### config.mk
export PLATFORM = sky130hd
export DESIGN_NAME = bpe_ctrl
export DESIGN_NICKNAME = d
export VERILOG_FILES = /design/src/oscillometric_bp_estimator_macros.svh /design/src/bpe_pkg.sv /design/src/bpe_ctrl.sv
export SDC_FILE = /design/constraint.sdc
export NUM_CORES = 1
export LEC_CHECK = 0
export BUFFER_PORTS_ARGS = -buffer_cell sky130_fd_sc_hd__buf_4
export CAP_MARGIN = 20
export CELL_PAD_IN_SITES_DETAIL_PLACEMENT = 1
export CELL_PAD_IN_SITES_GLOBAL_PLACEMENT = 2
export CORE_MARGIN = 1.5
export CORE_UTILIZATION = 21
export DETAILED_ROUTE_END_ITERATION = 12
export PLACE_DENSITY = 0.87
export SLEW_MARGIN = 10
export SYNTH_ARGS = -nofsm -noshare
export SYNTH_HDL_FRONTEND = slang
export SYNTH_SLANG_ARGS = --single-unit
export TNS_END_PERCENT = 30
### constraint.sdc
create_clock -name aclk -period 1.6 [get_ports aclk]
set_input_delay 0.16 -clock aclk [delete_from_list [all_inputs] [get_ports aclk]]
set_output_delay 0.16 -clock aclk [all_outputs]
set_load 0.1 [all_outputs]
### src/oscillometric_bp_estimator_macros.svh
// Assertion macros for the estimator RTL.
// Needs a clock named aclk and an active-low reset named aresetn in scope.
`ifndef OSCILLOMETRIC_BP_ESTIMATOR_MACROS_SVH
`define OSCILLOMETRIC_BP_ESTIMATOR_MACROS_SVH

// condition must hold at every edge out of reset
`define BPE_ASSERT_ALWAYS(lbl, cond) \
    lbl: assert property (@(posedge aclk) disable iff (!aresetn) (cond)) \
        else $error("bpe invariant violated");

// antecedent implies consequent on the following edge
`define BPE_ASSERT_NEXT(lbl, ante, cons) \
    lbl: assert property (@(posedge aclk) disable iff (!aresetn) (ante) |=> (cons)) \
        else $error("bpe sequencing violated");

`endif

### src/bpe_pkg.sv
// Shared types and constants of the oscillometric estimator.
// No dependencies.
package bpe_pkg;

    localparam int MAX_SAMPLES_DEF = 2048;
    localparam int DC_SPAN_DEF     = 40;
    localparam int ENV_SPAN_DEF    = 20;

    localparam int SAMPLE_W = 9;
    localparam int VAL_W    = 17;
    localparam int RATIO_W  = 9;
    localparam int THR_W    = RATIO_W + VAL_W;
    localparam int FRAC_W   = 8;

    localparam logic [RATIO_W-1:0] SYS_RATIO_RST = 9'd128;
    localparam logic [RATIO_W-1:0] DIA_RATIO_RST = 9'd205;

    // configuration register indexes
    typedef enum logic [0:0] {
        REG_SYS_RATIO = 1'b0,
        REG_DIA_RATIO = 1'b1
    } reg_idx_t;

    // memory read address source
    typedef enum logic [1:0] {
        RD_HI,
        RD_LO,
        RD_I
    } rd_sel_t;

    typedef struct packed {
        logic    load;
        logic    rec_clr;
        logic    pass_clr;
        logic    env_mode;
        rd_sel_t rd_sel;
        logic    acc_add;
        logic    acc_sub;
        logic    div_start;
        logic    wr_res;
        logic    pk_cmp;
        logic    thr_sys;
        logic    thr_dia;
        logic    walk_dn;
        logic    walk_up;
        logic    cap_sys;
        logic    cap_dia;
        logic    out_load;
    } cmd_t;

    typedef struct packed {
        logic need_add;
        logic need_sub;
        logic i_last;
        logic div_done;
        logic dn_ok;
        logic up_ok;
        logic out_free;
    } status_t;

endpackage

### src/bpe_ctrl.sv
// Estimator sequencer: load, DC pass, envelope pass, peak scan, two walks.
// Depends on bpe_pkg; drives bpe_dp by command and reads its status.
module bpe_ctrl (
    input  logic             aclk,
    input  logic             aresetn,
    input  logic             s_tvalid,
    input  logic             s_tlast,
    output logic             s_tready,
    input  bpe_pkg::status_t st,
    output bpe_pkg::cmd_t    cmd
);
    import bpe_pkg::*;

    typedef enum logic [3:0] {
        S_LOAD, S_CHK, S_ADD, S_SUB, S_DIV, S_PK_RD, S_PK_CMP,
        S_TS, S_WD_RD, S_WD_CMP, S_TD, S_WU_RD, S_WU_CMP, S_FIN
    } state_t;

    state_t state_reg, state_next;
    logic   mode_reg, mode_next;
    logic   acc;

    assign acc      = s_tvalid && (state_reg == S_LOAD);
    assign s_tready = (state_reg == S_LOAD);

    // next state and commands
    always_comb begin
        state_next   = state_reg;
        mode_next    = mode_reg;
        cmd          = '0;
        cmd.env_mode = mode_reg;
        cmd.rd_sel   = RD_I;
        case (state_reg)
            S_LOAD: begin
                if (acc) begin
                    cmd.load = 1'b1;
                    if (s_tlast) begin
                        cmd.pass_clr = 1'b1;
                        mode_next    = 1'b0;
                        state_next   = S_CHK;
                    end
                end
            end
            S_CHK: begin
                if (st.need_add) begin
                    cmd.rd_sel = RD_HI;
                    state_next = S_ADD;
                end else if (st.need_sub) begin
                    cmd.rd_sel = RD_LO;
                    state_next = S_SUB;
                end else begin
                    cmd.div_start = 1'b1;
                    state_next    = S_DIV;
                end
            end
            S_ADD: begin
                cmd.acc_add = 1'b1;
                state_next  = S_CHK;
            end
            S_SUB: begin
                cmd.acc_sub = 1'b1;
                state_next  = S_CHK;
            end
            S_DIV: begin
                if (st.div_done) begin
                    cmd.wr_res = 1'b1;
                    if (st.i_last) begin
                        cmd.pass_clr = 1'b1;
                        mode_next    = 1'b1;
                        state_next   = mode_reg ? S_PK_RD : S_CHK;
                    end else begin
                        state_next = S_CHK;
                    end
                end
            end
            S_PK_RD: begin
                state_next = S_PK_CMP;
            end
            S_PK_CMP: begin
                cmd.pk_cmp = 1'b1;
                state_next = st.i_last ? S_TS : S_PK_RD;
            end
            S_TS: begin
                cmd.thr_sys = 1'b1;
                state_next  = S_WD_RD;
            end
            S_WD_RD: begin
                state_next = S_WD_CMP;
            end
            S_WD_CMP: begin
                if (st.dn_ok) begin
                    cmd.walk_dn = 1'b1;
                    state_next  = S_WD_RD;
                end else begin
                    cmd.cap_sys = 1'b1;
                    state_next  = S_TD;
                end
            end
            S_TD: begin
                cmd.thr_dia = 1'b1;
                state_next  = S_WU_RD;
            end
            S_WU_RD: begin
                state_next = S_WU_CMP;
            end
            S_WU_CMP: begin
                if (st.up_ok) begin
                    cmd.walk_up = 1'b1;
                    state_next  = S_WU_RD;
                end else begin
                    cmd.cap_dia = 1'b1;
                    state_next  = S_FIN;
                end
            end
            S_FIN: begin
                if (st.out_free) begin
                    cmd.out_load = 1'b1;
                    cmd.rec_clr  = 1'b1;
                    state_next   = S_LOAD;
                end
            end
            default: state_next = S_LOAD;
        endcase
    end

    // state register
    always_ff @(posedge aclk) begin
        if (!aresetn) begin
            state_reg <= S_LOAD;
            mode_reg  <= 1'b0;
        end else begin
            state_reg <= state_next;
            mode_reg  <= mode_next;
        end
    end
endmodule

==> impl_metrics.yaml <==
clock_network:
  cts_hold_buf: 0
  cts_made_buffers: 3
  cts_root_buf: "clkbuf_4"
  cts.path.max_buffers: 2
  htreeDepth: 1
  cts_tree: "built"
  clk_latency_ns: 0.26
  cts.clk_slew.worst_paths_ns: 0.05
  cts.sinks: 5
yosys:
  synth_top_area_cell: "dfxtp_1"
  syn_inst: 80
  ys_ff_latch: 5
  syn_nets: 91
  synth_area_leaders: "dfxtp_1 (18%), a21oi_1 (7.3%), nand2b_1 (6.8%), nor3_1 (5.5%), nand2_1 (5.5%)"
  synth_top_area_share_pct: 18.3
  synth_cell_types: 31
  synth_area_sq_um: 548
  yosysWarningCount: 0
  syn_area_per_cell_sq_um: 6.85
  synth.yosys.seq_area_share_pct: 18.3
sta:
  finalHoldViolations: 0
  fin_skew_ns: 0.00499
  slew_headroom_pct: 79.3
  tns_ns: -0.230
  fmaxAchievable_mhz: 598
  timing.hold.ws_ns: 0.114
  maxSlewViolCount: 0
  rsz0062_at_grt: "true"
  setup_ws_ns: -0.0720
  fin_crit_ns: 1.67
  setup_violations: 6
  tightest_slew_ns: 0.308
  finalCritPeriodShare_pct: 105
flow_run:
  drv_cap: 0
die:
  rows: 18
  core_sq_um: 2480
  dieArea_sq_um: 2930
  initial_utilization_pct: 22.1
  num_io_pins: 30
  die_y_um: 54.1
  die_x_um: 54.1
critical_path:
  rr_worst_depth: 6
  cp.arrival_ns: 1.51
  reg2reg_to: "state_reg[0]$_SDFFE_PN0P_"
  required_ns: 1.44
  crit_type: "reg2out"
  crit_end: "cmd[15]"
  reg2reg_slack_ns: 0.03
  worst-path-max-fanout: 4
  critPathLaunchType: "flip-flop"
  startpoint: "state_reg[0]$_SDFFE_PN0P_"
  end_kind: "output port"
  r2r-start: "state_reg[0]$_SDFFE_PN0P_"
power_and_ir_drop:
  powerDensity_nw_per_um2: 584
  max-vdd-ir-drop_mv: 0.345
  leakagePower_nw: 0.544
  power_uw: 708
global_routing:
  grt_pass1_wl_um: 3540
  grt.overflow.total: 0
  grt_max_degree: 16
  grt_pass1_vias: 764
  track_usage_pct: 16.9
  antenna_found_initial: 0
drt:
  dr.first_iter.drc_count: 6
  drt_wl_total_um: 2370
  antenna_left: 0
  num_vias: 757
  wl_per_cell_um: 15.5
  viasPerCell: 4.95
  drt-pass1-iter-count: 4
  drcViolationCount: 0
placed_design:
  io_buffers: 29
  place_ws_ns: 0.0884
  dp.cells: 139
  dpl_cell_area_sq_um: 903
  gp_congestion: 0.822
  hpwl_um: 1580
cells_and_area:
  n_antenna_cell: 0
  mostFrequentLayoutCells: "buf_4 (28), buf_6 (9), buf_12 (8)"
  fin_util_pct: 48.9
  fin_nets: 135
  layout_commonest_cell: "buf_4"
  finalInstanceArea_sq_um: 1210
  largest_register_ffs: 4
  drive_above_1_share_pct: 61.8
  instances_no_fill: 153
  syn2layout_area_growth_pct: 121
outcome:
  violations: "negative setup slack"
  status: "complete, but fails checks"
worst_hold_path:
  hold_path.class: "in2reg"
critical path: stages (launching register included):
cell and delay (ns):
dfxtp_2 0.32, buf_6 0.12, nor4_4 0.34, nand3_2 0.19, nand2_8 0.11, buf_12 0.17
per-layer routing:
metal | up-vias | global-route usage (%) | part of all wire [%]
met5 | - | 0 | 0
met4 | 0 | 5.00 | 0.42
met3 | 2 | 4.44 | 3.0
met2 | 13 | 27.6 | 53
met1 | 373 | 21.7 | 44
li1 | 369 | - | -
report_power, final:
part	leakage, nW	internal [mW]	switching (mW)
combinational	0.486	0.167	0.237
sequential	0.0433	0.128	0.0130
clock	0.0150	0.0953	0.0676
timing repair:
item / in CTS / in global routing
pin swaps: 6 / 4
setup buffers: 5 / 5
hold endpoints to repair: 0 / 0
setup endpoints to repair: 13 / 17
gates resized for setup: 39 / 16
how the worst min path moves through the flow:
| stage | from | endpoint | slack (ns) | cells past startpoint |
|---|---|---|---|---|
| 2_1_floorplan | st[0] | state_reg[0]$_SDFFE_PN0P_ | 0.27 | 1 |
| 3_3_place_gp | st[0] | state_reg[0]$_SDFFE_PN0P_ | 0.39 | 2 |
| 3_5_place_dp | st[0] | state_reg[0]$_SDFFE_PN0P_ | 0.40 | 2 |
| 4_1_cts | st[0] | state_reg[0]$_SDFFE_PN0P_ | 0.13 | 2 |
| 5_1_grt | st[0] | state_reg[0]$_SDFFE_PN0P_ | 0.12 | 2 |
| 6_report | st[0] | state_reg[0]$_SDFFE_PN0P_ | 0.11 | 2 |
kinds of logic (layout without fill, tap and decap cells):
family                 Yosys count  in the layout  share of synthesized area (%)
DFF                              5              5                           18.3
and+or+nand+nor                 41             41                           43.6
muxes                            1              1                           2.05
AOI/OAI and AO/OA               19             19                           22.6
buffers and inverters           14             57                           13.5
Yosys cell counts:
cell,number
a21oi_1,8
nand2_1,8
inv_1,6
nand2b_1,6
nor2_1,6
nor3_1,6
buf_2,5
dfxtp_1,5
and2_1,3
buf_4,2
nand3_1,2
nand3b_1,2
nor4_2,2
o21ai_1,2
a2111o_1,1
a211o_1,1
a211oi_1,1
and2b_1,1
and3_1,1
and4_1,1
buf_6,1
mux2_2,1
nor2b_1,1
nor4b_2,1
o211a_1,1
o21ai_0,1
o21bai_1,1
o22ai_1,1
o31a_1,1
o41ai_1,1
or3_1,1
cell type report:
| class | instances | area, sq um |
|---|---|---|
| inverter | 6 | 22.5 |
| timing repair buffer | 47 | 502 |
| multi-input combinational | 61 | 512 |
| sequential | 5 | 113 |
| tap | 30 | 37.5 |
| clock buffer | 4 | 26.3 |
| fill | 301 | 1260 |
(Power assumes the default switching activity.)
